[src/ltsd_pkg.sv]
package ltsd_pkg;

    // Field and datapath widths.
    localparam int ITER_W = 8;
    localparam int RES_W  = 48;
    localparam int CODE_W = 24;
    localparam int THR_W  = 24;
    localparam int CFG_W  = 8;
    localparam int X_W    = 8;
    localparam int SX_W   = 16;
    localparam int SXX_W  = 24;
    localparam int SY_W   = 32;
    localparam int SXY_W  = 40;
    localparam int SCL_W  = 40;

    // APB register file geometry.
    localparam int APB_AW = 4;
    localparam int APB_DW = 32;

    localparam logic [1:0] REG_WINDOW  = 2'd0;
    localparam logic [1:0] REG_RESTART = 2'd1;
    localparam logic [1:0] REG_THRESH  = 2'd2;

    localparam logic [CFG_W-1:0]        WINDOW_RST  = 8'd8;
    localparam logic [CFG_W-1:0]        RESTART_RST = 8'd0;
    localparam logic signed [THR_W-1:0] THRESH_RST  = 24'sd0;

    // Log code constants: log10(2) in Q16, rounding half, and the floor code.
    localparam logic [15:0]              LOG10_2_Q16 = 16'd19728;
    localparam logic signed [SCL_W-1:0]  ROUND_HALF  = 40'sd32768;
    localparam logic signed [CODE_W-1:0] CODE_MIN    = 24'sh800000;
    localparam logic signed [7:0]        POS_BIAS    = 8'sd40;

    typedef struct packed {
        logic [CFG_W-1:0]        window_length;
        logic [CFG_W-1:0]        restart_offset;
        logic signed [THR_W-1:0] slope_threshold;
    } t_cfg;

    typedef struct packed {
        logic [SX_W-1:0]         sx;
        logic [SXX_W-1:0]        sxx;
        logic signed [SY_W-1:0]  sy;
        logic signed [SXY_W-1:0] sxy;
    } t_fit_sums;

    typedef enum logic [2:0] {
        ST_IDLE,
        ST_LOG,
        ST_FIT,
        ST_CMP,
        ST_DONE
    } t_top_state;

    typedef enum logic [2:0] {
        LG_IDLE,
        LG_NORM,
        LG_FRAC,
        LG_SCALE,
        LG_DONE
    } t_log_state;

    // log2(1 + k/16) in Q16 for k = 0..16.
    function automatic logic [16:0] frac_log2(input logic [4:0] k);
        logic [16:0] v;
        unique case (k)
            5'd0:    v = 17'd0;
            5'd1:    v = 17'd5732;
            5'd2:    v = 17'd11136;
            5'd3:    v = 17'd16248;
            5'd4:    v = 17'd21098;
            5'd5:    v = 17'd25711;
            5'd6:    v = 17'd30109;
            5'd7:    v = 17'd34312;
            5'd8:    v = 17'd38336;
            5'd9:    v = 17'd42196;
            5'd10:   v = 17'd45904;
            5'd11:   v = 17'd49472;
            5'd12:   v = 17'd52911;
            5'd13:   v = 17'd56229;
            5'd14:   v = 17'd59434;
            5'd15:   v = 17'd62534;
            5'd16:   v = 17'd65536;
            default: v = 17'd0;
        endcase
        return v;
    endfunction

endpackage

[src/ltsd_apb_regs.sv]
module ltsd_apb_regs import ltsd_pkg::*; (
    input  logic              i_clk,
    input  logic              i_rst_n,
    input  logic              psel,
    input  logic              penable,
    input  logic              pwrite,
    input  logic [APB_AW-1:0] paddr,
    input  logic [APB_DW-1:0] pwdata,
    output logic [APB_DW-1:0] prdata,
    output logic              pready,
    output t_cfg              o_cfg
);

    t_cfg r_cfg;
    logic wr_en;

    assign pready = 1'b1;
    assign wr_en  = psel && penable && pwrite;
    assign o_cfg  = r_cfg;

    always_ff @(posedge i_clk) begin
        if (!i_rst_n) begin
            r_cfg.window_length   <= WINDOW_RST;
            r_cfg.restart_offset  <= RESTART_RST;
            r_cfg.slope_threshold <= THRESH_RST;
        end else if (wr_en) begin
            unique case (paddr[3:2])
                REG_WINDOW:  r_cfg.window_length   <= pwdata[CFG_W-1:0];
                REG_RESTART: r_cfg.restart_offset  <= pwdata[CFG_W-1:0];
                REG_THRESH:  r_cfg.slope_threshold <= pwdata[THR_W-1:0];
                default: ;
            endcase
        end
    end

    always_comb begin
        unique case (paddr[3:2])
            REG_WINDOW:  prdata = {24'd0, r_cfg.window_length};
            REG_RESTART: prdata = {24'd0, r_cfg.restart_offset};
            REG_THRESH:  prdata = {8'd0, r_cfg.slope_threshold};
            default:     prdata = '0;
        endcase
    end

endmodule

[config.mk]
export PLATFORM = sky130hd
export DESIGN_NAME = ltsd_apb_regs
export DESIGN_NICKNAME = d
export VERILOG_FILES = /design/src/ltsd_pkg.sv /design/src/ltsd_apb_regs.sv
export SDC_FILE = /design/constraint.sdc
export NUM_CORES = 1
export LEC_CHECK = 0
export BUFFER_PORTS_ARGS = -buffer_cell sky130_fd_sc_hd__clkbuf_2
export CAP_MARGIN = 20
export CORE_ASPECT_RATIO = 0.7
export CORE_MARGIN = 2
export CORE_UTILIZATION = 46
export CTS_CLUSTER_SIZE = 24
export DETAILED_ROUTE_END_ITERATION = 10
export GPL_TIMING_DRIVEN = 0
export PLACE_DENSITY = 0.84
export SYNTH_ARGS = -nofsm -noshare
export SYNTH_HDL_FRONTEND = slang
export SYNTH_SLANG_ARGS = --single-unit
export TNS_END_PERCENT = 20
[constraint.sdc]
create_clock -name i_clk -period 2.2 [get_ports i_clk]
set_input_delay 0.33 -clock i_clk [delete_from_list [all_inputs] [get_ports i_clk]]
set_output_delay 0.33 -clock i_clk [all_outputs]
set_load 0.02 [all_outputs]
---- After elaboration in Yosys (flattened, before gate mapping) ----
Cells that the tools add are included.
storage, ports and cells
  bits of input ports ..................... 41
  bits in registers ....................... 40
  word-level logic and storage cells ...... 12
operators by class
  muxes and demuxes ....................... 1
  reductions and logical operators ........ 6
  eq/ne operators ......................... 2
operators with widths
  cell                                                              count
  24-bit case mux with 3 select lines                               1
  2-bit AND reduction                                               3
  2-bit by 1-bit == test with 1-bit output (second input constant)  1
  2-bit == test (second input constant)                             1
  1-bit logical AND                                                 2
  2-bit zero test                                                   1

---- Logic depth before layout (Yosys ltp) ----
  depth after elaboration ................. 3
  gate-level depth with buffers ........... 5
  depth with buffers taken out ............ 3

---- Least setup slack after synthesis ----
OpenSTA, ideal clock, no wires.
  path kind ............................... input-to-output
  from .................................... input port paddr[2]
  to ...................................... output port prdata[0]
  path slack .............................. 0.653 ns
  path buffers ............................ 2
  stages .................................. 5
  required time ........................... 1.870 ns
  arrival ................................. 1.217 ns
  cell sequence ........................... buf_4 > and2b_1 > buf_2 > nand2_1 > o21ai_0
between the ends
  cells in the longest elaborated chain, start to end .. 2
  elaborated cells on any way between the ends .. 4
  those cells by class .................... eq/ne (2); mux (1); reduce/logical (1)
ends and longest elaborated chain
  element                                      line                 RTL
  start, declared                              ltsd_apb_regs.sv:7   input logic [APB_AW-1:0] paddr,
  2-bit == test, or another cell as far along  ltsd_apb_regs.sv:37  unique case (paddr[3:2])
  24-bit case mux with 3 select lines (*)      ltsd_apb_regs.sv:37
  end, declared                                ltsd_apb_regs.sv:9   output logic [APB_DW-1:0] prdata,
Every way passes the cells marked *; elsewhere a longest branch is shown, timed or not.

---- Final worst setup path ----
  from .................................... input port paddr[2]
  to ...................................... output port prdata[11]
The elaborated chain is that of the path after synthesis.

==> summary.md <==
| Metric | Value |
|---|---|
| Worst Hold Class | `in -> reg` |
| Outcome | `finished, final reports clean` |
| Antenna Nets Post-Route | `0` |
| Worst-margin pin slew | `0.562 ns` |
| Power per cell area | `~550 nW/um^2` |
| Flop2flop setup slack | `between 1.5 and 2 ns` |
| First DRT Iteration DRCs | `76` |
| ANT cells | `0` |
| Worst skew pair latency | `between 0.2 and 0.3 ns` |
| Arrival @ worst endpoint | `approximately 1.6 ns` |
| Mapped Avg Cell Area | `about 8.9 sq um` |
| Antenna violations before repair | `0` |
| Post-route insts no fill | `between 300 and 400` |
| Post-CTS setup buffer count | `0` |
| Final nets | `about 360` |
| CTS HTree Levels | `2` |
| Post-synthesis sequential area ratio | `a little over two fifths` |
| Detailed-route wire length per cell | `roughly 12 um` |
| Reg2reg start | `o_cfg[27]` |
| Die area | `around 4700 sq um` |
| Critical Path Start Type | `input pin` |
| Final Cycle Share | `~88%` |
| Most frequent cells in the layout | `clkbuf_2 (93), nand2_1 (71), mux2i_1 (48), dfxtp_1 (40), and2_1 (16)` |
| Clock skew after layout | `0 ns` |
| Number of flip-flops in the largest register | `40` |
| Clk sinks | `40` |
| Final core occ | `between 60% and 70%` |
| Predominant post-synthesis flop cell | `dfxtp_1` |
| Grt ovf | `0` |
| Sequential cell area | `roughly 800 sq um` |
| Yosys cell types | `17` |
| Syn Inst Count | `about 220` |
| Final hold violations | `0` |
| Proportion of layout cells with a drive suffix above 1 | `a little over a third` |
| # hold bufs at CTS | `0` |
| Via count | `around 1,800` |
| Crit Path Max Fanout | `10` |
| Initial DRT Pass Iterations | `4` |
| Synthesis-stage register bit count | `40` |
| P&R area growth vs syn | `33.8%` |
| R2R Path End | `o_cfg[27]` |
| CP endpoint | `prdata[11]` |
| Pin count of the biggest net entering global routing | `12` |
| Vias per cell | `4.72` |
| Post-detail-place hpwl | `between 3000 and 4000 um` |
| Hold path cells | `3` |
| Period minus WS final | `a little under 2 ns` |
| Post-detailed-route DRC marker count | `0` |
| Post-CTS sizing | `0` |
| Vias in the first global route | `about 1,600` |
| Root buffer cell | `clkbuf_8` |
| FFs w/ async S/R, synth | `0%` |
| CTS Buffer Depth | `2` |
| Maximum vdd drop | `0.411 mV` |
| Pleak | `between 1 and 1.5 nW` |
| Most common cell after layout, fill and taps aside | `clkbuf_2` |
| Die Y-Extent | `58.0 um` |
| Initial core utilization | `roughly half` |
| Multi-input gate area | `approximately 980 sq um` |
| FP Rows | `19` |
| Critical path class | `in -> out` |
| Slew Limit Headroom | `62.4%` |
| WHS | `0.261 ns` |
| Yosys warnings | `0` |
| Core area | `about 3900 sq um` |
| Final WL | `approximately 4700 um` |
| CTS buffer count | `5` |
| Total of max-cap violations | `0` |
| Dpl ws | `0.237 ns` |
| CP Launch Point | `paddr[2]` |
| I/O pin cnt | `114` |
| Final WS setup | `approximately 0.26 ns` |
| Fmax | `~520 MHz` |
| I/O Buffers | `slightly above 90` |
| Die width | `81.1 um` |
| RSZ-0062 raised after global routing | `false` |
| Critical Path RT | `around 1.9 ns` |
| FF-to-FF path depth | `2` |
| RePlAce Congestion | `0.721` |
| Max Slew Vio Count | `0` |
| TritonCTS clock tree | `yes` |
| Final setup violation count | `0` |
| Mapped Area | `1910 sq um` |
| GRT Total Usage | `about a fifth` |
| First-pass GRT wire length | `~7400 um` |
| Critical path capture point type | `output pin` |
| Setup_tns | `0 ns` |
| Fillers | `roughly 360` |
| Post-synth EDFFs | `0` |
| Inst Count DP | `368` |
| CTS clk-pin slew, worst paths | `approximately 0.07 ns` |
[through the flow]
stage,area (sq um),power (mW)
detailed placement,2470,0.926
finish,2560,1.40
CTS,2560,1.42
global placement,2470,0.924
global route,2560,1.46
floorplan,1940,0.864
[kinds of logic after synthesis]
group | Yosys count | share of synthesized area [%]
AND/OR/NAND/NOR | 94 | 22.4
multiplexers | 48 | 25.1
flip-flops | 40 | 41.9
buffers and inverters | 24 | 8.11
AO/OA/AOI/OAI | 8 | 2.09
other | 2 | 0.393
[where the power goes]
part,internal [mW],switching (mW),leakage (nW)
Clock,0.256,0.239,0.0455
Combinational,0.0659,0.103,0.893
Sequential,0.733,0.00701,0.323
Total,1.05,0.349,1.26
[critical path: stages]
cell      delay, ns
clkbuf_2       0.10
buf_4          0.20
and2b_1        0.29
clkbuf_1       0.34
and2_1         0.18
clkbuf_2       0.17
[worst min path at each step]
stage | to | slack [ns] | startpoint
2_1_floorplan | o_cfg[10] | 0.47 | pwdata[10]
3_3_place_gp | o_cfg[11] | 0.45 | o_cfg[11]
3_5_place_dp | o_cfg[20] | 0.46 | o_cfg[20]
4_1_cts | o_cfg[14] | 0.25 | pwdata[14]
5_1_grt | o_cfg[15] | 0.27 | pwdata[15]
6_report | o_cfg[14] | 0.26 | pwdata[14]
[cells in the mapped netlist, types with 2 or more instances]
| cell | n | share of area (%) |
|---|---|---|
| and2_1 | 16 | 5.2 |
| nand2_1 | 71 | 14 |
| buf_4 | 10 | 3.9 |
| conb_1 | 2 | 0.39 |
| dfxtp_1 | 40 | 42 |
| buf_2 | 4 | 1.0 |
| mux2i_1 | 48 | 25 |
| nor2b_1 | 2 | 0.65 |
| buf_6 | 3 | 1.8 |
| o21ai_0 | 8 | 2.1 |
| clkbuf_1 | 6 | 1.2 |
[per-layer routing]
metal | up-vias | GRT usage, % | wire length (um)
li1 | 893 | - | -
met1 | 818 | 27.4 | 2160
met2 | 56 | 33.6 | 2150
met3 | 8 | 5.30 | 314
met4 | 0 | 7.26 | 58
met5 | - | 0 | 0
[layout make-up]
cell class              instances  area share [%]
well taps                      52            2.54
multi-input cells             159            38.4
plain buffers                  24            6.06
flip-flops and latches         40            31.3
repair buffers                 93            18.2
clock buffers                   8            3.52
Note: power is estimated with default switching activity, not from simulation.
