**config.mk**
```make
export PLATFORM = sky130hd
export DESIGN_NAME = ltsd_log_unit
export DESIGN_NICKNAME = d
export VERILOG_FILES = /design/src/ltsd_pkg.sv /design/src/ltsd_log_unit.sv
export SDC_FILE = /design/constraint.sdc
export NUM_CORES = 1
export LEC_CHECK = 0
export ABC_AREA = 1
export BUFFER_PORTS_ARGS = -buffer_cell sky130_fd_sc_hd__buf_4
export CORE_MARGIN = 2
export CORE_UTILIZATION = 58
export DETAILED_ROUTE_END_ITERATION = 8
export GPL_TIMING_DRIVEN = 0
export HOLD_SLACK_MARGIN = 0.12
export PLACE_DENSITY = 0.76
export SLEW_MARGIN = 20
export SYNTH_ARGS = -nofsm -noshare
export SYNTH_HDL_FRONTEND = slang
export SYNTH_SLANG_ARGS = --single-unit
```
**constraint.sdc**
```tcl
create_clock -name i_clk -period 11 [get_ports i_clk]
set_input_delay 3.3 -clock i_clk [delete_from_list [all_inputs] [get_ports i_clk]]
set_output_delay 3.3 -clock i_clk [all_outputs]
set_load 0.005 [all_outputs]
```
**src/ltsd_pkg.sv**
```systemverilog
package ltsd_pkg;

    // Field and datapath widths.
    localparam int ITER_W = 8;
    localparam int RES_W  = 48;
    localparam int CODE_W = 24;
    localparam int THR_W  = 24;
    localparam int CFG_W  = 8;
    localparam int X_W    = 8;
    localparam int SX_W   = 16;
    localparam int SXX_W  = 24;
    localparam int SY_W   = 32;
    localparam int SXY_W  = 40;
    localparam int SCL_W  = 40;

    // APB register file geometry.
    localparam int APB_AW = 4;
    localparam int APB_DW = 32;

    localparam logic [1:0] REG_WINDOW  = 2'd0;
    localparam logic [1:0] REG_RESTART = 2'd1;
    localparam logic [1:0] REG_THRESH  = 2'd2;

    localparam logic [CFG_W-1:0]        WINDOW_RST  = 8'd8;
    localparam logic [CFG_W-1:0]        RESTART_RST = 8'd0;
    localparam logic signed [THR_W-1:0] THRESH_RST  = 24'sd0;

    // Log code constants: log10(2) in Q16, rounding half, and the floor code.
    localparam logic [15:0]              LOG10_2_Q16 = 16'd19728;
    localparam logic signed [SCL_W-1:0]  ROUND_HALF  = 40'sd32768;
    localparam logic signed [CODE_W-1:0] CODE_MIN    = 24'sh800000;
    localparam logic signed [7:0]        POS_BIAS    = 8'sd40;

    typedef struct packed {
        logic [CFG_W-1:0]        window_length;
        logic [CFG_W-1:0]        restart_offset;
        logic signed [THR_W-1:0] slope_threshold;
    } t_cfg;

    typedef struct packed {
        logic [SX_W-1:0]         sx;
        logic [SXX_W-1:0]        sxx;
        logic signed [SY_W-1:0]  sy;
        logic signed [SXY_W-1:0] sxy;
    } t_fit_sums;

    typedef enum logic [2:0] {
        ST_IDLE,
        ST_LOG,
        ST_FIT,
        ST_CMP,
        ST_DONE
    } t_top_state;

    typedef enum logic [2:0] {
        LG_IDLE,
        LG_NORM,
        LG_FRAC,
        LG_SCALE,
        LG_DONE
    } t_log_state;

    // log2(1 + k/16) in Q16 for k = 0..16.
    function automatic logic [16:0] frac_log2(input logic [4:0] k);
        logic [16:0] v;
        unique case (k)
            5'd0:    v = 17'd0;
            5'd1:    v = 17'd5732;
            5'd2:    v = 17'd11136;
            5'd3:    v = 17'd16248;
            5'd4:    v = 17'd21098;
            5'd5:    v = 17'd25711;
            5'd6:    v = 17'd30109;
            5'd7:    v = 17'd34312;
            5'd8:    v = 17'd38336;
            5'd9:    v = 17'd42196;
            5'd10:   v = 17'd45904;
            5'd11:   v = 17'd49472;
            5'd12:   v = 17'd52911;
            5'd13:   v = 17'd56229;
            5'd14:   v = 17'd59434;
            5'd15:   v = 17'd62534;
            5'd16:   v = 17'd65536;
            default: v = 17'd0;
        endcase
        return v;
    endfunction

endpackage

```
**src/ltsd_log_unit.sv**
```systemverilog
module ltsd_log_unit import ltsd_pkg::*; (
    input  logic                     i_clk,
    input  logic                     i_rst_n,
    input  logic                     i_start,
    input  logic [RES_W-1:0]         i_residual,
    output logic                     o_done,
    output logic signed [CODE_W-1:0] o_code
);

    t_log_state r_state, n_state;

    logic [RES_W-1:0]         r_norm;
    logic [5:0]               r_pos;
    logic                     r_zero;
    logic signed [CODE_W-1:0] r_l2;
    logic signed [SCL_W-1:0]  r_scaled;

    logic [3:0]               seg;
    logic [11:0]              rem;
    logic [16:0]              t_lo;
    logic [16:0]              t_hi;
    logic [12:0]              diff;
    logic [24:0]              interp;
    logic [16:0]              frac;
    logic signed [7:0]        pos_off;
    logic signed [CODE_W-1:0] l2_n;

    // Mantissa bits just below the leading one, after normalization.
    assign seg     = r_norm[46:43];
    assign rem     = r_norm[42:31];
    assign t_lo    = frac_log2({1'b0, seg});
    assign t_hi    = frac_log2(5'({1'b0, seg}) + 5'd1);
    assign diff    = 13'(t_hi - t_lo);
    assign interp  = diff * rem;
    assign frac    = t_lo + 17'(interp[24:12]);
    assign pos_off = $signed({2'b00, r_pos}) - POS_BIAS;
    assign l2_n    = {pos_off, 16'h0000} + {7'd0, frac};

    always_ff @(posedge i_clk) begin
        if (!i_rst_n) begin
            r_state <= LG_IDLE;
        end else begin
            r_state <= n_state;
        end
    end

    always_comb begin
        n_state = r_state;
        unique case (r_state)
            LG_IDLE: begin
                if (i_start) begin
                    n_state = LG_NORM;
                end
            end
            LG_NORM: begin
                if (r_zero) begin
                    n_state = LG_DONE;
                end else if (r_norm[RES_W-1]) begin
                    n_state = LG_FRAC;
                end
            end
            LG_FRAC:  n_state = LG_SCALE;
            LG_SCALE: n_state = LG_DONE;
            LG_DONE:  n_state = LG_IDLE;
            default:  n_state = LG_IDLE;
        endcase
    end

    always_comb begin
        unique case (r_state)
            LG_DONE: o_done = 1'b1;
            default: o_done = 1'b0;
        endcase
    end

    assign o_code = r_zero ? CODE_MIN : r_scaled[SCL_W-1:16];

    // Normalize eight bits a step while the top byte is empty, then one bit.
    always_ff @(posedge i_clk) begin
        if (r_state == LG_IDLE && i_start) begin
            r_norm <= i_residual;
            r_pos  <= 6'd47;
            r_zero <= (i_residual == '0);
        end else if (r_state == LG_NORM && !r_zero && !r_norm[RES_W-1]) begin
            if (r_norm[RES_W-1 -: 8] == 8'd0) begin
                r_norm <= {r_norm[RES_W-9:0], 8'd0};
                r_pos  <= r_pos - 6'd8;
            end else begin
                r_norm <= {r_norm[RES_W-2:0], 1'b0};
                r_pos  <= r_pos - 6'd1;
            end
        end
        if (r_state == LG_FRAC) begin
            r_l2 <= l2_n;
        end
        if (r_state == LG_SCALE) begin
            r_scaled <= r_l2 * $signed({1'b0, LOG10_2_Q16}) + ROUND_HALF;
        end
    end

endmodule

```
# ---- Word-level counts from Yosys, hierarchy flattened
# Memories as Yosys holds them, arrays and structs flattened. A register that Yosys moved wholly into a read port is not among the register bits.
# Cells that the tools add are included.
dict set report totals {
  reg_bits 122
  mem_bits_ro 800
  out_inout_bits 25
  elab_cells 45
  memories 2
}
# name depth word_bits read_ports rd_ports_with_merged_regs wr line
set mem_list {}
lappend mem_list {{(no name shown)} 32 17 1 0 0 ltsd_pkg.sv:66} ;# unique case (k)
lappend mem_list {{(no name shown)} 16 16 1 1 0 ltsd_pkg.sv:66}
dict set report classes {
  n_addsub 8
  n_mul 2
  eq_ne 6
  n_mux 11
  reduce_logical 10
}
# cell n
set op_table {}
lappend op_table {{$mux W48} 3}
lappend op_table {{$logic_not A48 Y1} 1}
lappend op_table {{$add A40 B17 Y40 const B} 1}
lappend op_table {{$mul A24 B12 Y36 const B} 1}
lappend op_table {{$mul A13 B12 Y25} 1}
lappend op_table {{$add A23 B18 Y24} 1}
lappend op_table {{$mux W24} 1}
lappend op_table {{$add A17 B13 Y17} 1}
lappend op_table {{$sub A13 B13 Y13} 1}
lappend op_table {{$pmux W3 S4} 1}
lappend op_table {{$mux W3} 3}
lappend op_table {{$logic_not A8 Y1} 1}
lappend op_table {{$sub A6 B6 Y7 const B} 1}
lappend op_table {{$eq A3 B2 Y1 const B} 2}
lappend op_table {{$mux W6} 1}
lappend op_table {{$sub A6 B1 Y6 const B} 1}
lappend op_table {{$sub A6 B4 Y6 const B} 1}
lappend op_table {{$add A4 B1 Y5 const B} 1}
lappend op_table {{$mux W4} 1}
lappend op_table {{$eq A3 B1 Y1 const B} 1}
lappend op_table {{$eq A3 B3 Y1 const B} 1}
lappend op_table {{$logic_and A1 B1 Y1} 3}
lappend op_table {{$logic_not A3 Y1} 1}
lappend op_table {{$ne A3 B3 Y1 const B} 1}
lappend op_table {{other kinds (5)} 6}

# ---- Depth between registers and ports, before layout
# Gate-level depths: netlist of the first run.
dict set report depth {
  ltp_word 6
  depth_mapped 57
  ltp_nobuf 56
}

# ---- Least setup slack after synthesis of the first run
# Ideal clock, no wire load.
dict set report synth_timing {
  path_type {register -> register}
  from {reg r_norm[43]}
  to {reg r_l2[22] (data pin)}
  setup_time_ps 261
  arrival_ps 9172
  required_ps 10739
  path_slack_ps 1567
  path_stages_with_launch 53
  path_buffers 1
  period_less_slack_ps 9433
  cell_sequence {edfxtp_1 -> ha_1 -> nand2_1 -> inv_1 -> or2_2 -> clkbuf_1 -> clkinv_1 -> nand2_1 -> nand2_1 -> o21ai_0 -> ha_1 -> fa_1 -> nand3b_1 -> nand2_1 -> nand2_1 -> nand2_1 -> a21oi_1 -> xnor2_1 -> [17 not listed] -> xnor2_1 -> ha_1 -> a21oi_1 -> o21ai_0 -> a21oi_1 -> nor2_1 -> o21ai_0 -> nand2_1 -> nand3_1 -> nand2_1 -> nand2_1 -> nand2_1 -> and3_1 -> ha_1 -> ha_1 -> nand3_1 -> nor3_1 -> xnor2_1}
}
dict set report synth_via {
  elab_chain_len 6
}
# element line
set synth_lines {}
lappend synth_lines {{start, declared} ltsd_log_unit.sv:12} ;# logic [RES_W-1:0] r_norm;
lappend synth_lines {{start signal, assigned} ltsd_log_unit.sv:81} ;# r_norm <= i_residual;
lappend synth_lines {{start signal, assigned} ltsd_log_unit.sv:86} ;# r_norm <= {r_norm[RES_W-9:0], 8'd0};
lappend synth_lines {{start signal, assigned} ltsd_log_unit.sv:89} ;# r_norm <= {r_norm[RES_W-2:0], 1'b0};
lappend synth_lines {{$add A4 B1 Y5} ltsd_log_unit.sv:32} ;# assign t_hi = frac_log2(5'({1'b0, seg}) + 5'd1);
lappend synth_lines {{$mem_v2 Z32 W17} -}
lappend synth_lines {{$sub A13 B13 Y13} ltsd_log_unit.sv:33} ;# assign diff = 13'(t_hi - t_lo);
lappend synth_lines {{$mul A13 B12 Y25} ltsd_log_unit.sv:34} ;# assign interp = diff * rem;
lappend synth_lines {{$add A17 B13 Y17} ltsd_log_unit.sv:35} ;# assign frac = t_lo + 17'(interp[24:12]);
lappend synth_lines {{$add A23 B18 Y24} ltsd_log_unit.sv:37} ;# assign l2_n = {pos_off, 16'h0000} + {7'd0, frac};
lappend synth_lines {{net l2_n[22]} ltsd_log_unit.sv:26} ;# logic signed [CODE_W-1:0] l2_n;
lappend synth_lines {{end signal, assigned} ltsd_log_unit.sv:94} ;# r_l2 <= l2_n;
lappend synth_lines {{end, declared} ltsd_log_unit.sv:15} ;# logic signed [CODE_W-1:0] r_l2;
# The timed path passes the listed nets, and every way through them passes these cells.
# A chain may end at the register's enable or synchronous reset.

# ---- Worst setup path in the final report of the first run
dict set report layout_timing {
  from {reg r_norm[44]}
  to {reg r_l2[22] (data pin)}
}
# The elaborated chain is that of the path after synthesis.

==> impl_results.md, run 1 <==
- Worst stage delay on the critical path: 0.62 ns
- Clock Tree Buf Depth: 2
- Clk sinks: 122
- Pre-Repair DR Iteration Count: 6
- Critical path's top delay family: adder cells
- Total CTS buffers: 17
- Final setup vio count: 0
- Register bit total from synthesis: 122
- Top cell type's share of synthesized area: 20.35%
- Synthesized area per cell: 7.678 sq um
- Via density: 5.360
- Clock Latency Late Sink: 0.43 ns
- Startpoint Class: flip-flop
- Worst Reg-to-Reg Cells: 54
- Final period utilization: 94.10%
- Final core utilization: 65.13%
- Post-route ant nets: 0
- Final min period: 10.35 ns
- Slew Viols, Final: 0
- Top Ports: 76
- Global routing's busiest layer: met2
- Hold crit path type: flip-flop to flip-flop
- Worst EP arrival: 10.53 ns
- Mapped Cells: 2293
- MaxCap Viol Count: 0
- CTS tree: done
- H-tree lvl count: 4
- Layout cells sized above 1: 7.842%
- Ys flop type: edfxtp_1
- Clock root cell: clkbuf_16
- Final nets: 2859
- Crit. End Element: flip-flop
- Critical Path Most Common Cell: nand2_1
- Min-delay src: r_pos[5]
- Dpl hpwl: 36190 um
- Placer Congestion: 0.9275
- Max Clk Rate: 96.61 MHz
- Critical path peak fanout: 10
- Met2 usage: 48.06%
- Initial drt markers: 1051
- GR Util met1: 37.43%
- Die width: 178.2 um
- Reg-to-Reg Start: r_norm[44]
- Drc violations: 0
- CP Class: flip-flop to flip-flop
- Initial core utilization: 59.09%
- Sequential cell area: 3413 sq um
- Buf+Inv Stages, Crit Path: 9
- Reg-to-Reg End: r_l2[22]
- Overall Global Routing Usage: 27.94%
- Multi-input logic area: 12190 sq um
- Area of the mapped netlist: 17610 sq um
- Critical Path RT: 11.18 ns
- I/O Buffers: 75
- Worst-Margin Slew: 0.7044 ns
- Initial antenna violation count: 0
- Fin. Hold Viols: 0
- Full die area: 31760 sq um
- Layout area overhead: 10.23%
- Outcome: finished clean
- Seq/Total Area, Yosys: 19.39%
- Number of synthesized flops with an enable pin: 97
- Met3 usage: 4.241%
- Antenna diodes: 0
- Top cells by count, synth: 505 x nand2_1, 494 x inv_1, 232 x ha_1
- FP Rows: 63
- Number of global-route vias before repair: 14.58k
- Filler cells: 2602
- Die Ht: 178.2 um
- Yosys warns: 0
- First-pass GRT wire length: 70110 um
- Ys async rst share: 0%
- Dominant cell type by area after synthesis: fa_1
- Hold Crit Depth: 2
- Core box area: 29800 sq um
- GRT Residual Overflow: 0
- CP max stage cell: fa_1
- Post-Route WL: 42740 um
- Pin count of the biggest net entering global routing: 55
- Reg2reg setup slack: 0.65 ns
- Synth Net Count: 2755
- Netlist cell types: 54
- Endpoint of the worst hold path: r_pos[5]
- Synth area leaders: fa_1 20%, edfxtp_1 17%, ha_1 16%
- Vias: 15.01k
- CTS clk-pin slew, worst paths: 0.07 ns
- Worst Skew: 0.01625 ns
- Slew HR: 53.04%
- Avg WL per Cell: 15.26 um
- Count leader, synth: nand2_1
[cell families (layout without fill, tap and decap cells)]
group,after synthesis,count (layout),share of synthesized area [%]
flip-flops,122,122,19.39
buffers and inverters,543,660,11.70
AO/OA/AOI/OAI,249,249,7.583
XOR/XNOR,55,55,2.779
adder cells (fa/ha/maj),411,411,36.84
AND/OR/NAND/NOR,913,913,21.70
[state kept, by name, indices dropped and copies added (netlist names)]
signal and cells:
r_l2 24, r_zero 1, r_norm 48, r_scaled 24
r_state 3, t_lo 16, r_pos 6
[how the worst max path moves through the flow]
stage	start	endpoint	slack, ns	depth (start not counted)
6_report	r_norm[44]	r_l2[22]	0.65	54
4_1_cts	r_norm[43]	r_l2[22]	0.03	54
3_3_place_gp	r_norm[43]	r_l2[22]	-0.25	48
3_5_place_dp	r_norm[43]	r_l2[22]	-0.28	48
2_1_floorplan	r_norm[43]	r_l2[22]	1.57	52
5_1_grt	r_norm[44]	r_l2[22]	-0.03	54
[through the flow]
stage / TNS (ns) / instances / setup WS (ns) / cell area [sq um] / hold slack (ns)
after floorplan: 0 / 2293 / 1.567 / 17610 / 0.4675
after global placement: -0.4662 / 2758 / -0.2465 / 18660 / 0.4803
after detailed placement: -0.5793 / 2761 / -0.2811 / 18700 / 0.5042
after CTS: 0 / 2793 / 0.02902 / 19300 / 0.5167
after global routing: -0.03400 / 2800 / -0.03400 / 19410 / 0.5529
final: 0 / 2800 / 0.6495 / 19410 / 0.5188
[worst register-to-register path, delay by kind of cell (launching register included)]
family / cells / cell delay [ns]
simple gates: 23 / 2.88
buf+inv: 9 / 0.73
compound gates: 8 / 1.28
flops: 1 / 0.47
xor+xnor: 2 / 0.26
fa+ha+maj: 12 / 4.48
[metal layers]
layer	wire, um	part of all wire, %
met5	0	0
met4	626	1.5
met3	2707	6.3
met2	20580	48
met1	18830	44
[cell type report]
cell class / instances / share of cell area [%]
multi-input cells: 1628 / 62.83
flip-flops and latches: 122 / 17.59
inverters: 506 / 9.793
repair buffers: 88 / 3.423
well taps: 390 / 2.514
clock buffers: 17 / 2.192
clock inverters: 15 / 0.8897
plain buffers: 34 / 0.7672
[timing repair]
action | in CTS | in global routing
pin swaps | 0 | 2
hold buffers | 0 | 0
gates resized for setup | 2 | 21
setup buffers | 0 | 10
endpoints found under the setup margin | 7 | 9
[placed cells by master, fill, tap and decap left out, drive strengths merged, types with 27 or more instances in the layout]
master | synthesis | routed
nand2 | 511 | 511
nand3 | 87 | 87
nor2 | 239 | 239
clkbuf | 26 | 40
nand4 | 27 | 27
a21oi | 150 | 150
xor2 | 34 | 34
fa | 179 | 179
o21ai | 70 | 70
edfxtp | 97 | 97
ha | 232 | 232
inv | 497 | 510
buf | 11 | 99
Power of run 1 is left out: the tool's default activity adds up to more than one toggle a clock period on the data nets, which glitch-free logic cannot reach.
==> run 2, diff against run 1 <==
--- a/config.mk
+++ b/config.mk
@@ -5,7 +5,6 @@
 export SDC_FILE = /design/constraint.sdc
 export NUM_CORES = 1
 export LEC_CHECK = 0
-export ABC_AREA = 1
 export BUFFER_PORTS_ARGS = -buffer_cell sky130_fd_sc_hd__buf_4
 export CORE_MARGIN = 2
 export CORE_UTILIZATION = 58
==> impl_results.md, run 2 <==
- Max reg flops: 48
- Initial core utilization: 58.87%
- Number of synthesized flops with an enable pin: 97
- Placer Congestion: 0.9088
- I/O Buffers: 75
- Number of global-route vias before repair: 13.84k
- Clock Latency Late Sink: 0.42 ns
- FP Rows: 62
- Final setup vio count: 0
- Die width: 174.7 um
- Drc violations: 0
- Seq/Total Area, Yosys: 20.20%
- Initial antenna violation count: 0
- Final period utilization: 96.99%
- Slew HR: 50.44%
- Slew Viols, Final: 0
- Post-route ant nets: 0
- Post-Place Cells: 2334
- Critical Path RT: 11.17 ns
- Clock root cell: clkbuf_16
- Final min period: 10.67 ns
- Die Ht: 174.7 um
- Netlist cell types: 85
- Synthesized area per cell: 9.021 sq um
- Clock Tree Buf Depth: 2
- Commonest cells after routing, fill and taps aside: 309 x inv_1, 242 x nand2_1, 221 x ha_1, 178 x fa_1, 108 x buf_4
- Area of the mapped netlist: 16900 sq um
- Setup TNS Final: 0 ns
- Largest reg by FF count: r_norm
- Vias: 13.47k
- Worst-Margin Slew: 0.7367 ns
- Outcome: finished clean
- Critical path peak fanout: 7
- Worst Skew: 0.01362 ns
- Avg WL per Cell: 16.74 um
- Fin. Hold Viols: 0
- Critical Path Most Common Cell: fa_1
- Layout Cells excl Fill: 2388
- CP max stage cell: fa_1
- Register bit total from synthesis: 122
- Worst EP arrival: 10.84 ns
- Met3 usage: 3.808%
- First-pass GRT wire length: 65210 um
- Ys flop type: edfxtp_1
- CTS clk-pin slew, worst paths: 0.06 ns
- Yosys warns: 0
- Startpoint Class: flip-flop
- Mapped Cells: 1873
- Layout area overhead: 14.01%
- Clk sinks: 122
- GRT Residual Overflow: 0
- Top Ports: 76
- Core box area: 28700 sq um
- Synth Net Count: 2335
- Final nets: 2453
- Global routing's busiest layer: met2
- CP Class: flip-flop to flip-flop
- Final core utilization: 67.11%
- Synth area leaders: fa_1 21%, edfxtp_1 17%, ha_1 17%
- Max Clk Rate: 93.73 MHz
- Initial drt markers: 891
- Total CTS buffers: 17
- Worst stage delay on the critical path: 0.55 ns
- Full die area: 30510 sq um
- Ys async rst share: 0%
- Hold crit path type: flip-flop to flip-flop
- CTS tree: done
- Via density: 5.641
- Antenna diodes: 0
- Dpl hpwl: 31400 um
- Overall Global Routing Usage: 26.36%
- H-tree lvl count: 4
- Pre-Repair DR Iteration Count: 5
- Top cells by count, synth: 310 x inv_1, 244 x nand2_1, 232 x ha_1
- Filler cells: 2306
- GR Util met1: 31.43%
- Hold WS: 0.5429 ns
- Met2 usage: 48.78%
- Count leader, synth: inv_1
- Top cell type's share of synthesized area: 21.21%
- Layout cells sized above 1: 12.87%
- Pin count of the biggest net entering global routing: 57
- Post-Route WL: 39980 um
- Crit. End Element: flip-flop
- Dominant cell type by area after synthesis: fa_1
- MaxCap Viol Count: 0
- Largest regs: r_norm: 48 flops, r_l2: 24 flops, r_scaled: 24 flops
- Most common cell after layout, fill and taps aside: inv_1
run 2: final cells by class:
type	count	area, sq um	area share, %
clock buffers	17	425.4	2.208
clock inverters	15	220.2	1.143
repair buffers	102	765.7	3.975
multi-input cells	1371	12450	64.65
well taps	384	480.5	2.494
plain buffers	66	331.6	1.721
inverters	311	1172	6.086
flip-flops and latches	122	3413	17.72
run 2: stage by stage:
| step | setup WS (ns) | instance area (sq um) |
|---|---|---|
| floorplan | 0.3575 | 16900 |
| global placement | -1.228 | 17940 |
| detailed placement | -1.528 | 17970 |
| CTS | 0.03034 | 18770 |
| global route | -0.1851 | 19260 |
| finish | 0.3306 | 19260 |
run 2: cells by family (layout without fill, tap and decap cells):
logic type	Yosys count	count (layout)	share of synthesized area, %
AND/OR/NAND/NOR	590	590	16.98
adder cells (fa/ha/maj)	411	411	38.39
buffers and inverters	380	511	8.538
AO/OA/AOI/OAI	276	276	10.70
flip-flops	122	122	20.20
XOR/XNOR	91	91	5.006
multiplexers	3	3	0.1851
run 2: critical path, delay by kind of cell (launching register included):
family,cells,cell delay [ns]
AOI/OAI and AO/OA,19,3.22
DFF,1,0.41
adders and majority gates,11,4.02
xor gates and xnor gates,3,0.69
buffers and inverters,6,0.68
and+or+nand+nor,10,1.38
run 2: path summary, 6_finish.rpt:
| kind | from | end | slack, ns | cells past startpoint |
|---|---|---|---|---|
| worst max-delay path | r_norm[44] | r_l2[22] | 0.33 | 49 |
| worst min-delay path | r_pos[4] | r_pos[4] | 0.54 | 2 |
| worst max register to register | r_norm[44] | r_l2[22] | 0.33 | 49 |
| worst min register to register | r_pos[4] | r_pos[4] | 0.54 | 2 |
run 2: timing repair:
item | CTS | global route
setup endpoints to repair | 15 | 12
hold buffers | 0 | 0
gates resized for setup | 47 | 83
buffers inserted | 4 | 21
cloned | 0 | 0
pin swaps | 3 | 25
run 2: routing by layer:
layer,wire (um),vias to the layer above,part of all wire [%]
li1,-,6410,-
met1,15890,6547,40
met2,20890,410,52
met3,1994,104,5.0
met4,1204,0,3.0
met5,0,-,0
Power of run 2 is left out for the same reason.
